==> src/hdl/hfr_pkg.sv <==
// Package for the heartbeat frame receiver: frame constants, status codes,
// result record type. No dependencies.
`timescale 1ns / 1ps

package hfr_pkg;

  localparam logic [7:0] FrameStart    = 8'h7E;
  localparam logic [7:0] FrameTail     = 8'hE7;
  localparam logic [7:0] FrameLength   = 8'h12;
  localparam logic [7:0] FrameProtocol = 8'hC0;
  localparam logic [7:0] AddrReset     = 8'h01;

  localparam int unsigned PosW         = 5;
  localparam int unsigned CapIdxW      = 4;
  localparam int unsigned FrameBytes   = 22;
  localparam int unsigned CaptureFirst = 4;
  localparam int unsigned CaptureDepth = 14;

  localparam logic [PosW-1:0] PosHunt  = PosW'(0);
  localparam logic [PosW-1:0] PosLen   = PosW'(1);
  localparam logic [PosW-1:0] PosProt  = PosW'(2);
  localparam logic [PosW-1:0] PosAddr  = PosW'(3);
  localparam logic [PosW-1:0] PosFirst = PosW'(CaptureFirst);
  localparam logic [PosW-1:0] PosEnd   = PosW'(CaptureFirst + CaptureDepth);
  localparam logic [PosW-1:0] PosTail  = PosW'(FrameBytes - 1);
  localparam logic [PosW-1:0] PosLimit = PosW'(FrameBytes);

  // capture slots, status byte first
  localparam int unsigned CapFault  = 0;
  localparam int unsigned CapWMode  = 1;
  localparam int unsigned CapWParam = 2;
  localparam int unsigned CapGMode  = 3;
  localparam int unsigned CapGParam = 4;
  localparam int unsigned CapTMode  = 5;
  localparam int unsigned CapHAng   = 6;
  localparam int unsigned CapVAng   = 8;
  localparam int unsigned CapHSpd   = 10;
  localparam int unsigned CapVSpd   = 12;

  typedef enum logic [1:0] {
    StGood      = 2'd0,
    StBadTail   = 2'd1,
    StBadHeader = 2'd2
  } status_e;

  typedef struct packed {
    status_e            frame_status;
    logic [7:0]         device_fault;
    logic [7:0]         white_lamp_mode;
    logic [7:0]         white_lamp_param;
    logic [7:0]         green_lamp_mode;
    logic [7:0]         green_lamp_param;
    logic [7:0]         table_mode;
    logic signed [15:0] horizontal_angle;
    logic signed [15:0] vertical_angle;
    logic [15:0]        horizontal_speed;
    logic [15:0]        vertical_speed;
    logic               angle_changed;
  } result_t;

endpackage

==> src/hdl/hfr_if.sv <==
// Channel interfaces: serial byte beats in, decoded frame beats out.
// Depends on nothing; widths follow the frame format.
`timescale 1ns / 1ps

interface hfr_byte_if;
  logic       valid;
  logic       ready;
  logic [7:0] rx_byte;

  modport source (output valid, output rx_byte, input ready);
  modport sink (input valid, input rx_byte, output ready);
endinterface

interface hfr_frame_if;
  logic               valid;
  logic               ready;
  logic [1:0]         frame_status;
  logic [7:0]         device_fault;
  logic [7:0]         white_lamp_mode;
  logic [7:0]         white_lamp_param;
  logic [7:0]         green_lamp_mode;
  logic [7:0]         green_lamp_param;
  logic [7:0]         table_mode;
  logic signed [15:0] horizontal_angle;
  logic signed [15:0] vertical_angle;
  logic [15:0]        horizontal_speed;
  logic [15:0]        vertical_speed;
  logic               angle_changed;

  modport source (
    output valid, output frame_status, output device_fault,
    output white_lamp_mode, output white_lamp_param,
    output green_lamp_mode, output green_lamp_param, output table_mode,
    output horizontal_angle, output vertical_angle,
    output horizontal_speed, output vertical_speed, output angle_changed,
    input ready
  );
  modport sink (
    input valid, input frame_status, input device_fault,
    input white_lamp_mode, input white_lamp_param,
    input green_lamp_mode, input green_lamp_param, input table_mode,
    input horizontal_angle, input vertical_angle,
    input horizontal_speed, input vertical_speed, input angle_changed,
    output ready
  );
endinterface

==> src/hdl/hfr_in_reg.sv <==
// Input register: holds one received byte beat until the parser takes it.
// No package dependencies.
`timescale 1ns / 1ps

module hfr_in_reg (
  input  logic       clk_i,
  input  logic       rst_ni,
  input  logic       valid_i,
  input  logic [7:0] byte_i,
  output logic       ready_o,
  output logic       valid_o,
  output logic [7:0] byte_o,
  input  logic       consume_i
);

  logic       valid_q, valid_d;
  logic [7:0] byte_q;

  assign ready_o = !valid_q || consume_i;

  always_comb begin
    valid_d = valid_q;
    if (valid_i && ready_o) begin
      valid_d = 1'b1;
    end else if (consume_i) begin
      valid_d = 1'b0;
    end
  end

  always_ff @(posedge clk_i or negedge rst_ni) begin
    if (!rst_ni) begin
      valid_q <= 1'b0;
    end else begin
      valid_q <= valid_d;
    end
  end

  always_ff @(posedge clk_i) begin
    if (valid_i && ready_o) begin
      byte_q <= byte_i;
    end
  end

  assign valid_o = valid_q;
  assign byte_o  = byte_q;

endmodule

==> src/hdl/hfr_parser.sv <==
// Frame parser: byte position, field capture, last angles, result decode.
// Depends on hfr_pkg.
`timescale 1ns / 1ps

module hfr_parser (
  input  logic           clk_i,
  input  logic           rst_ni,
  input  logic           valid_i,
  input  logic [7:0]     byte_i,
  input  logic [7:0]     dev_addr_i,
  input  logic           out_free_i,
  output logic           consume_o,
  output logic           emit_o,
  output hfr_pkg::result_t result_o
);
  import hfr_pkg::*;

  logic [PosW-1:0]    pos_q, pos_d;
  logic [7:0]         cap_q [CaptureDepth];
  logic [15:0]        last_h_q, last_v_q;
  logic               hunting, bad_hdr, at_tail, emit, cap_we;
  logic [CapIdxW-1:0] cap_idx;
  logic [15:0]        h_ang, v_ang;

  assign hunting = (pos_q == PosHunt) || (pos_q >= PosLimit);
  assign bad_hdr = ((pos_q == PosLen)  && (byte_i != FrameLength))
                || ((pos_q == PosProt) && (byte_i != FrameProtocol))
                || ((pos_q == PosAddr) && (byte_i != dev_addr_i));
  assign at_tail = (pos_q == PosTail);
  assign emit    = !hunting && (bad_hdr || at_tail);

  assign consume_o = valid_i && (!emit || out_free_i);
  assign emit_o    = emit;

  assign cap_idx = CapIdxW'(pos_q - PosFirst);
  assign cap_we  = consume_o && !hunting && !bad_hdr
                && (pos_q >= PosFirst) && (pos_q < PosEnd);

  always_comb begin
    pos_d = pos_q;
    if (hunting) begin
      pos_d = (byte_i == FrameStart) ? PosLen : PosHunt;
    end else if (bad_hdr || at_tail) begin
      pos_d = PosHunt;
    end else begin
      pos_d = pos_q + PosW'(1);
    end
  end

  assign h_ang = {cap_q[CapHAng], cap_q[CapHAng+1]};
  assign v_ang = {cap_q[CapVAng], cap_q[CapVAng+1]};

  always_ff @(posedge clk_i or negedge rst_ni) begin
    if (!rst_ni) begin
      pos_q    <= PosHunt;
      last_h_q <= '0;
      last_v_q <= '0;
    end else if (consume_o) begin
      pos_q <= pos_d;
      if (at_tail && (byte_i == FrameTail)) begin
        last_h_q <= h_ang;
        last_v_q <= v_ang;
      end
    end
  end

  always_ff @(posedge clk_i) begin
    if (cap_we) begin
      cap_q[cap_idx] <= byte_i;
    end
  end

  always_comb begin
    result_o = '0;
    if (bad_hdr) begin
      result_o.frame_status = StBadHeader;
    end else if (byte_i != FrameTail) begin
      result_o.frame_status = StBadTail;
    end else begin
      result_o.frame_status     = StGood;
      result_o.device_fault     = cap_q[CapFault];
      result_o.white_lamp_mode  = cap_q[CapWMode];
      result_o.white_lamp_param = cap_q[CapWParam];
      result_o.green_lamp_mode  = cap_q[CapGMode];
      result_o.green_lamp_param = cap_q[CapGParam];
      result_o.table_mode       = cap_q[CapTMode];
      result_o.horizontal_angle = h_ang;
      result_o.vertical_angle   = v_ang;
      result_o.horizontal_speed = {cap_q[CapHSpd], cap_q[CapHSpd+1]};
      result_o.vertical_speed   = {cap_q[CapVSpd], cap_q[CapVSpd+1]};
      result_o.angle_changed    = (h_ang != last_h_q) || (v_ang != last_v_q);
    end
  end

endmodule

==> src/hdl/hfr_result_reg.sv <==
// Result register: holds one decoded frame beat until the sink takes it.
// Depends on hfr_pkg.
`timescale 1ns / 1ps

module hfr_result_reg (
  input  logic             clk_i,
  input  logic             rst_ni,
  input  logic             load_i,
  input  hfr_pkg::result_t result_i,
  output logic             free_o,
  output logic             valid_o,
  input  logic             ready_i,
  output hfr_pkg::result_t result_o
);
  import hfr_pkg::*;

  logic    valid_q, valid_d;
  result_t result_q;

  assign free_o = !valid_q || ready_i;

  always_comb begin
    valid_d = valid_q;
    if (load_i) begin
      valid_d = 1'b1;
    end else if (ready_i) begin
      valid_d = 1'b0;
    end
  end

  always_ff @(posedge clk_i or negedge rst_ni) begin
    if (!rst_ni) begin
      valid_q <= 1'b0;
    end else begin
      valid_q <= valid_d;
    end
  end

  always_ff @(posedge clk_i) begin
    if (load_i) begin
      result_q <= result_i;
    end
  end

  assign valid_o  = valid_q;
  assign result_o = result_q;

endmodule

==> src/hdl/heartbeat_frame_receiver_core.sv <==
// Top level of the heartbeat frame receiver: input register, parser, result
// register and the device address register. Depends on hfr_pkg, hfr_if.
//
//   channel  dir  beat                    accepted when
//   rx_i     in   one serial byte         rx_i.valid && rx_i.ready
//   frame_o  out  one decoded frame       frame_o.valid && frame_o.ready
//   cfg      in   device address, 8 bits  cfg_we_i high
//
// One byte per cycle sustained while frame_o is not stalled. A byte waits in
// the input register, then the parser decides it; a result shows on frame_o
// the cycle after. rx_i.ready drops only when a byte that ends a frame waits
// for a result register that is full and stalled. Reset clears the position,
// the last angles, the valid flags and sets the device address to 1.
`timescale 1ns / 1ps

module heartbeat_frame_receiver_core (
  input  logic        clk_i,
  input  logic        rst_ni,
  hfr_byte_if.sink    rx_i,
  hfr_frame_if.source frame_o,
  input  logic        cfg_we_i,
  input  logic [7:0]  cfg_wdata_i
);
  import hfr_pkg::*;

  logic       byte_valid, consume, emit, out_free;
  logic [7:0] byte_q;
  logic [7:0] dev_addr_q;
  result_t    parse_res, out_res;

  always_ff @(posedge clk_i or negedge rst_ni) begin
    if (!rst_ni) begin
      dev_addr_q <= AddrReset;
    end else if (cfg_we_i) begin
      dev_addr_q <= cfg_wdata_i;
    end
  end

  hfr_in_reg u_in_reg (
    .clk_i     (clk_i),
    .rst_ni    (rst_ni),
    .valid_i   (rx_i.valid),
    .byte_i    (rx_i.rx_byte),
    .ready_o   (rx_i.ready),
    .valid_o   (byte_valid),
    .byte_o    (byte_q),
    .consume_i (consume)
  );

  hfr_parser u_parser (
    .clk_i      (clk_i),
    .rst_ni     (rst_ni),
    .valid_i    (byte_valid),
    .byte_i     (byte_q),
    .dev_addr_i (dev_addr_q),
    .out_free_i (out_free),
    .consume_o  (consume),
    .emit_o     (emit),
    .result_o   (parse_res)
  );

  hfr_result_reg u_result_reg (
    .clk_i    (clk_i),
    .rst_ni   (rst_ni),
    .load_i   (consume && emit),
    .result_i (parse_res),
    .free_o   (out_free),
    .valid_o  (frame_o.valid),
    .ready_i  (frame_o.ready),
    .result_o (out_res)
  );

  assign frame_o.frame_status     = out_res.frame_status;
  assign frame_o.device_fault     = out_res.device_fault;
  assign frame_o.white_lamp_mode  = out_res.white_lamp_mode;
  assign frame_o.white_lamp_param = out_res.white_lamp_param;
  assign frame_o.green_lamp_mode  = out_res.green_lamp_mode;
  assign frame_o.green_lamp_param = out_res.green_lamp_param;
  assign frame_o.table_mode       = out_res.table_mode;
  assign frame_o.horizontal_angle = out_res.horizontal_angle;
  assign frame_o.vertical_angle   = out_res.vertical_angle;
  assign frame_o.horizontal_speed = out_res.horizontal_speed;
  assign frame_o.vertical_speed   = out_res.vertical_speed;
  assign frame_o.angle_changed    = out_res.angle_changed;

endmodule

==> src/flat_wrapper.sv <==
// flat-port wrapper written by rule: the top's interface ports become plain ports
module heartbeat_frame_receiver_core_flat import hfr_pkg::*;
  (clk_i, rst_ni, cfg_we_i, cfg_wdata_i, rx_i_valid, rx_i_rx_byte, rx_i_ready, frame_o_valid, frame_o_frame_status, frame_o_device_fault, frame_o_white_lamp_mode, frame_o_white_lamp_param, frame_o_green_lamp_mode, frame_o_green_lamp_param, frame_o_table_mode, frame_o_horizontal_angle, frame_o_vertical_angle, frame_o_horizontal_speed, frame_o_vertical_speed, frame_o_angle_changed, frame_o_ready);
  hfr_byte_if rx_i_i ();
  hfr_frame_if frame_o_i ();
  input  logic clk_i;
  input  logic rst_ni;
  input  logic cfg_we_i;
  input  logic [7:0] cfg_wdata_i;
  input wire logic [$bits(rx_i_i.valid)-1:0] rx_i_valid;
  input wire logic [$bits(rx_i_i.rx_byte)-1:0] rx_i_rx_byte;
  output wire logic [$bits(rx_i_i.ready)-1:0] rx_i_ready;
  output wire logic [$bits(frame_o_i.valid)-1:0] frame_o_valid;
  output wire logic [$bits(frame_o_i.frame_status)-1:0] frame_o_frame_status;
  output wire logic [$bits(frame_o_i.device_fault)-1:0] frame_o_device_fault;
  output wire logic [$bits(frame_o_i.white_lamp_mode)-1:0] frame_o_white_lamp_mode;
  output wire logic [$bits(frame_o_i.white_lamp_param)-1:0] frame_o_white_lamp_param;
  output wire logic [$bits(frame_o_i.green_lamp_mode)-1:0] frame_o_green_lamp_mode;
  output wire logic [$bits(frame_o_i.green_lamp_param)-1:0] frame_o_green_lamp_param;
  output wire logic [$bits(frame_o_i.table_mode)-1:0] frame_o_table_mode;
  output wire logic [$bits(frame_o_i.horizontal_angle)-1:0] frame_o_horizontal_angle;
  output wire logic [$bits(frame_o_i.vertical_angle)-1:0] frame_o_vertical_angle;
  output wire logic [$bits(frame_o_i.horizontal_speed)-1:0] frame_o_horizontal_speed;
  output wire logic [$bits(frame_o_i.vertical_speed)-1:0] frame_o_vertical_speed;
  output wire logic [$bits(frame_o_i.angle_changed)-1:0] frame_o_angle_changed;
  input wire logic [$bits(frame_o_i.ready)-1:0] frame_o_ready;
  assign rx_i_i.valid = rx_i_valid;
  assign rx_i_i.rx_byte = rx_i_rx_byte;
  assign rx_i_ready = rx_i_i.ready;
  assign frame_o_valid = frame_o_i.valid;
  assign frame_o_frame_status = frame_o_i.frame_status;
  assign frame_o_device_fault = frame_o_i.device_fault;
  assign frame_o_white_lamp_mode = frame_o_i.white_lamp_mode;
  assign frame_o_white_lamp_param = frame_o_i.white_lamp_param;
  assign frame_o_green_lamp_mode = frame_o_i.green_lamp_mode;
  assign frame_o_green_lamp_param = frame_o_i.green_lamp_param;
  assign frame_o_table_mode = frame_o_i.table_mode;
  assign frame_o_horizontal_angle = frame_o_i.horizontal_angle;
  assign frame_o_vertical_angle = frame_o_i.vertical_angle;
  assign frame_o_horizontal_speed = frame_o_i.horizontal_speed;
  assign frame_o_vertical_speed = frame_o_i.vertical_speed;
  assign frame_o_angle_changed = frame_o_i.angle_changed;
  assign frame_o_i.ready = frame_o_ready;
  heartbeat_frame_receiver_core u_core (.clk_i(clk_i), .rst_ni(rst_ni), .rx_i(rx_i_i), .frame_o(frame_o_i), .cfg_we_i(cfg_we_i), .cfg_wdata_i(cfg_wdata_i));
endmodule
==> config.mk <==
export PLATFORM = sky130hd
export DESIGN_NAME = heartbeat_frame_receiver_core_flat
export DESIGN_NICKNAME = d
export VERILOG_FILES = /design/src/hdl/hfr_pkg.sv /design/src/hdl/hfr_if.sv /design/src/hdl/hfr_in_reg.sv /design/src/hdl/hfr_parser.sv /design/src/hdl/hfr_result_reg.sv /design/src/hdl/heartbeat_frame_receiver_core.sv /design/src/flat_wrapper.sv
export SDC_FILE = /design/constraint.sdc
export NUM_CORES = 1
export LEC_CHECK = 0
export ABC_CLOCK_PERIOD_IN_PS = 5500
export BUFFER_PORTS_ARGS = -buffer_cell sky130_fd_sc_hd__buf_2
export CAP_MARGIN = 20
export CORE_MARGIN = 2
export CORE_UTILIZATION = 38
export CTS_CLUSTER_DIAMETER = 120
export DETAILED_ROUTE_END_ITERATION = 16
export PLACE_DENSITY = 0.54
export SLEW_MARGIN = 10
export SYNTH_ARGS = -nofsm -noshare
export SYNTH_HDL_FRONTEND = slang
export SYNTH_SLANG_ARGS = --single-unit
==> constraint.sdc <==
create_clock -name clk_i -period 5.5 [get_ports clk_i]
set_clock_uncertainty 0.15 [all_clocks]
set_input_delay 0.825 -clock clk_i [delete_from_list [all_inputs] [get_ports clk_i]]
set_output_delay 0.825 -clock clk_i [all_outputs]
set_load 0.02 [all_outputs]
Yosys cells after proc, flatten, opt, wreduce, memory -nomap -nowiden --
Memory sizes are Yosys's and may differ from the RTL's. A register that Yosys moved wholly into a read port is not among the register bits. Cells that the tools add are included.
Word-level totals: register bits after elaboration 90, RAM bits 112, output and inout bits 117, word-level logic and storage cells 69, memories kept 1
Operators by class: $add $sub $neg 2, magnitude comparators 3, equal/unequal tests 12, multiplexer cells 10, reductions and logical operators 30
Memories:
- u_core.u_parser.cap_q | depth 14, width 8, read ports 14, clocked after Yosys merged registers in 10, write ports 1, line hfr_parser.sv:19 | logic [7:0] cap_q [CaptureDepth];
Operator list (number):
- inequality test 16 bit | 2
- inequality test 8 bit, second input constant | 2
- logical AND 1 bit | 12
- equality test 5 x 2 -> 1 bit, second input constant | 2
- 2-to-1 mux 5 bit | 2
- equality test 8 x 7 -> 1 bit, second input constant | 1
- equality test 8 bit, second input constant | 1
- logical OR 1 bit | 8
- 2-to-1 mux 1 bit | 8
- inequality test 8 x 5 -> 1 bit, second input constant | 1
- inequality test 8 bit | 1
- adder 5 x 1 -> 5 bit, second input constant | 1
- equality test 5 x 1 -> 1 bit, second input constant | 1
- equality test 5 bit, second input constant | 1
- greater-or-equal comparator 5 x 3 -> 1 bit, second input constant | 1
- greater-or-equal comparator 5 bit, second input constant | 1
- logical NOT 1 bit | 5
- logical NOT 5 bit | 1
- < comparator 5 bit, second input constant | 1
- nonzero test 2 bit | 2
- subtractor 4 x 3 -> 4 bit, second input constant | 1
- AND reduction 2 bit | 1
- OR reduction 2 bit | 1

Logic depth before layout (Yosys ltp) --
depth in word-level cells 15, gate-level depth with buffers 8, gate-level depth less buffers 7

Cells and area by module --
From an unflattened synthesis, not the netlist that was laid out.
Unflattened totals: cell total of the unflattened synthesis 596, area total of the unflattened synthesis 10581.4 um^2
Modules (own cells, without submodules):
- hfr_parser | times used 1, cells an instance 448, area an instance 6447.4 um^2
- hfr_result_reg | times used 1, cells an instance 118, area an instance 3500.9 um^2
- heartbeat_frame_receiver_core | times used 1, cells an instance 18, area an instance 339.1 um^2
- hfr_in_reg | times used 1, cells an instance 12, area an instance 294.0 um^2

Least setup slack after synthesis --
OpenSTA, ideal clock, no wires.
path type register to register, from reg u_core.u_in_reg.byte_q[0], in the netlist u_core.u_in_reg.byte_o[0], to reg, netlist name frame_o_device_fault[0], arrival 4.271 ns, required time 4.862 ns, path slack 0.591 ns, stages on the path, launching flop included 6, cell sequence edfxtp_1 -> nor4_1 -> a21boi_1 -> o21ai_4 -> a41o_1 -> and3_1
On the way: longest elaborated chain between the ends 10, elaborated cells between the ends (all ways) 16
Ends and longest elaborated chain:
- from (decl) | line hfr_in_reg.sv:17 | logic [7:0] byte_q;
- from (signal assigned) | line hfr_in_reg.sv:40 | byte_q <= byte_i;
- inequality test 8 x 5 -> 1 bit / inequality test 8 bit (equally long branches) | line hfr_parser.sv:26, hfr_parser.sv:27
- logical AND 1 bit, on equally long branches | line hfr_parser.sv:26, hfr_parser.sv:27
- logical OR 1 bit | line hfr_parser.sv:27 | || ((pos_q == PosProt) && (byte_i != FrameProtocol))
- logical OR 1 bit * | line hfr_parser.sv:28 | || ((pos_q == PosAddr) && (byte_i != dev_addr_i));
- logical OR 1 bit * | line hfr_parser.sv:30 | assign emit = !hunting && (bad_hdr || at_tail);
- logical AND 1 bit * | line hfr_parser.sv:30
- logical NOT 1 bit | line hfr_parser.sv:32 | assign consume_o = valid_i && (!emit || out_free_i);
- logical OR 1 bit | line hfr_parser.sv:32
- logical AND 1 bit | line hfr_parser.sv:32
- logical AND 1 bit * | line heartbeat_frame_receiver_core.sv:65 | .load_i (consume && emit),
- named net u_core.u_result_reg.load_i | line hfr_result_reg.sv:8 | input logic load_i,
The timed path passes the listed nets; every way through them passes the cells marked *. A chain may end at the register's enable or synchronous reset.

Worst setup path in the final report --
from reg u_core.u_in_reg.byte_q[5], in the netlist u_core.u_in_reg.byte_o[5], to out rx_i_ready
On the way: longest elaborated chain between the ends 10, elaborated cells between the ends (all ways) 14
Ends and longest elaborated chain:
- inequality test 8 x 5 -> 1 bit / inequality test 8 bit (equally long branches) | line hfr_parser.sv:26, hfr_parser.sv:27
- logical AND 1 bit, on equally long branches | line hfr_parser.sv:26, hfr_parser.sv:27
- logical OR 1 bit | line hfr_parser.sv:27
- logical OR 1 bit * | line hfr_parser.sv:28
- logical OR 1 bit * | line hfr_parser.sv:30
- logical AND 1 bit * | line hfr_parser.sv:30
- logical NOT 1 bit * | line hfr_parser.sv:32
- logical OR 1 bit * | line hfr_parser.sv:32
- logical AND 1 bit * | line hfr_parser.sv:32
- logical OR 1 bit * | line hfr_in_reg.sv:19 | assign ready_o = !valid_q || consume_i;
- to (decl) | line flat_wrapper.sv:12 | output wire logic [$bits(rx_i_i.ready)-1:0] rx_i_ready;
Every way passes the cells marked *; elsewhere a longest branch is shown, timed or not.

==> summary.md <==
| Metric | Value |
|---|---|
| 1st-iter DRT viols | `407` |
| Max_cap viols | `0` |
| Setup TNS | `0 ps` |
| Area growth syn-to-layout | `18.3%` |
| TritonCTS clock tree | `done` |
| Crit Path Category | `register to output pin` |
| Clock tree sinks | `282` |
| Post-synthesis sequential area ratio | `76.8%` |
| Post-DP HPWL | `13900 um` |
| Dominant synthesized flop cell | `edfxtp_1` |
| Cell internal pwr | `3.56 mW` |
| Run status | `completed` |
| Bufs and invs on worst path | `1` |
| Yosys warns | `0` |
| Congestion Overflow GR | `0` |
| Vias in the first global route | `5470` |
| Number of antenna violations at the first check in global routing | `0` |
| Num ports | `138` |
| Reg-to-Reg Start | `u_core.u_in_reg.byte_o[5]` |
| Final hold vios | `0` |
| Pwr dens | `354 nW/um^2` |
| NetSw | `0.922 mW` |
| Sw Share | `20.6%` |
| Post-layout min period | `3760 ps` |
| Port Buffer Count | `137` |
| Site row count | `61` |
| Flop pwr share | `53.0%` |
| Clock Pin Slew Worst Setup and Hold Paths | `60 ps` |
| Fin crit share | `68.3%` |
| Syn Inst Count | `590` |
| Post-synthesis cell type count | `44` |
| Final GP Congestion | `0.766` |
| Register-to-register setup slack | `1850 ps` |
| Proportion of layout cells with a drive suffix above 1 | `30.9%` |
| Core area | `27800 um^2` |
| Crit path DAT | `2780 ps` |
| Max-slew violations | `0` |
| CP max stage delay | `940 ps` |
| Die X-Extent | `172 um` |
| Detailed-route DRC error count | `0` |
| CP delay by family, top | `flip-flops` |
| Worst Setup Start Kind | `register` |
| Postcts setup bufs | `0` |
| Pre-CTS setup slack | `1840 ps` |
| F_max | `0.266 GHz` |
| FF-to-FF End | `frame_o_table_mode[7]` |
| Flops & latches, synth | `282` |
| Crit path required time | `4530 ps` |
| CTS root buffer | `clkbuf_16` |
| Largest net degree at the start of global routing | `114` |
| Total GRT Usage | `14.3%` |
| IR drop worst, VDD | `0.186 mV` |
| Post-synth EDFFs | `235` |
| Setup violators final | `0` |
| Worst skew pair latency | `540 ps` |
| R2R depth | `6` |
| Min-Delay Path Class | `primary input to async pin` |
| Critical Path Sink Type | `output pin` |
| First-pass GRT wire length | `32300 um` |
| CTS max path bufs | `3` |
| Crit path cell chain | `xnor2_1, nand4_1, o211ai_2, nand3_1, nand4_1, buf_2` |
| TritonCTS buffer count | `28` |
| Detail Route Antenna Nets | `0` |
| Syn Area/Cell | `18.2 um^2` |
| Die area | `29600 um^2` |
| N_diodes | `0` |
| Routed via count | `5260` |
| Vert. Die Dim | `172 um` |
| Combinational share of power | `3.7%` |
| Worst Tran Pin Value | `901 ps` |
| DR vias/cell | `4.61` |
| Slew HR | `39.9%` |
| Routed WL | `21000 um` |
| Max H-tree Level | `1` |
| Critical Path Slowest Stage Cell | `edfxtp_1` |
| Cts-stage hold buffer count | `0` |
| Syn Nets | `615` |
| Clock power share | `43.4%` |
| Wire per inst | `18.4 um` |
| RSZ-0062 raised after global routing | `false` |
| Starting Density | `38.6%` |
| Pre-antenna DRT Iters | `4` |
| Critical-path maximum fanout | `18` |
| Leak pwr | `4.86 nW` |
| Post-synth ARST share | `16.7%` |
| Final setup slack of the worst path | `1740 ps` |
| Final #Nets | `766` |
| Area of the mapped netlist | `10700 um^2` |
| PostCTS Resize Cnt | `0` |
| CP most frequent cell | `nand4_1` |
==> state kept, by name, indices dropped and copies added (netlist names) <==
signal	flops
u_core.u_parser.pos_q	5
frame_o_table_mode	8
frame_o_vertical_speed	16
frame_o_horizontal_speed	16
frame_o_device_fault	8
frame_o_white_lamp_param	8
u_core.u_result_reg.valid_o	1
frame_o_green_lamp_param	8
u_core.u_parser.last_v_q	16
u_core.dev_addr_q	8
frame_o_green_lamp_mode	8
u_core.u_result_reg.result_o	3
u_core.u_parser.last_h_q	16
u_core.u_parser.cap_q	112
u_core.u_in_reg.valid_o	1
u_core.u_in_reg.byte_o	8
frame_o_white_lamp_mode	8
frame_o_vertical_angle	16
frame_o_horizontal_angle	16
==> how the worst max path moves through the flow <==
stage / slack [ps] / to / depth (start not counted) / from
6_report: 1740 / rx_i_ready / 6 / u_core.u_in_reg.byte_o[5]
5_1_grt: 1510 / rx_i_ready / 6 / u_core.u_in_reg.byte_o[5]
4_1_cts: 1710 / rx_i_ready / 6 / u_core.u_in_reg.byte_o[5]
3_5_place_dp: 1840 / frame_o_horizontal_angle[15] / 6 / u_core.u_in_reg.byte_o[5]
3_3_place_gp: 2060 / frame_o_horizontal_speed[14] / 6 / u_core.u_in_reg.byte_o[2]
2_1_floorplan: 590 / frame_o_device_fault[0] / 5 / u_core.u_in_reg.byte_o[0]
==> cells in the mapped netlist (all sizes together), types with 3 or more instances <==
cell type	number	area share (%)
xnor2	40	3.3
clkbuf	6	0.26
inv	7	0.25
and2	126	7.4
dfrtp	46	11
nand2	8	0.28
and3	3	0.22
a21boi	4	0.32
nand3	5	0.28
mux2	40	5.3
nor4	5	0.29
edfxtp	235	66
nor3	5	0.39
nor2	5	0.18
nand4	17	0.99
buf	13	1.6
ha	4	0.47
==> kinds of logic after synthesis <==
| logic type | count (synthesis) | share of synthesized area [%] |
|---|---|---|
| mux | 42 | 5.44 |
| fa+ha+maj | 4 | 0.467 |
| compound gates | 16 | 1.44 |
| xor+xnor | 40 | 3.27 |
| flops | 282 | 76.8 |
| buf+inv | 26 | 2.05 |
| simple gates | 180 | 10.5 |
==> power groups by stage <==
| stage | combinational, mW | sequential [mW] | clock (mW) |
|---|---|---|---|
| floorplan | 0.0950 | 2.42 | 0 |
| global route | 0.181 | 2.38 | 2.08 |
| finish | 0.165 | 2.38 | 1.94 |
| detailed placement | 0.165 | 2.42 | 0 |
| global placement | 0.161 | 2.42 | 0 |
| CTS | 0.166 | 2.38 | 1.99 |
==> metrics by stage <==
stage / instance area [um^2] / total power, mW / cells / util (%) / hold slack, ps
5_1_grt: 12700 / 4.64 / 1141 / 45.6 / 297
3_3_place_gp: 11700 / 2.58 / 1089 / 42.2 / 359
3_5_place_dp: 11700 / 2.59 / 1089 / 42.2 / 365
6_report: 12700 / 4.49 / 1141 / 45.6 / 234
2_1_floorplan: 10700 / 2.52 / 590 / - / 347
4_1_cts: 12700 / 4.53 / 1141 / 45.6 / 267
==> placed cells by master, fill, tap and decap left out, types with 7 or more instances in the layout <==
cell / count
inv_1: 7
buf_2: 137
clkinv_2: 9
dfrtp_1: 46
mux2_4: 30
mux2_2: 10
xnor2_1: 40
edfxtp_1: 235
nand4_1: 17
nand2_1: 8
clkbuf_16: 28
and2_1: 125
==> cell type report <==
cell class,instances,area [um^2]
clock inverter,22,245
timing repair buffer,140,721
tap,378,473
inverter,7,26.3
fill,2505,15100
multi-input combinational,282,2270
sequential,282,8230
clock buffer,30,708
==> routing by layer <==
metal / wire length [um] / up-vias / global-route usage, %
li1: - / 2465 / -
met1: 9570 / 2605 / 19.8
met2: 10100 / 155 / 23.6
met3: 946 / 35 / 2.04
met4: 412 / 0 / 4.27
met5: 0 / - / 0
(Power assumes the default switching activity.)
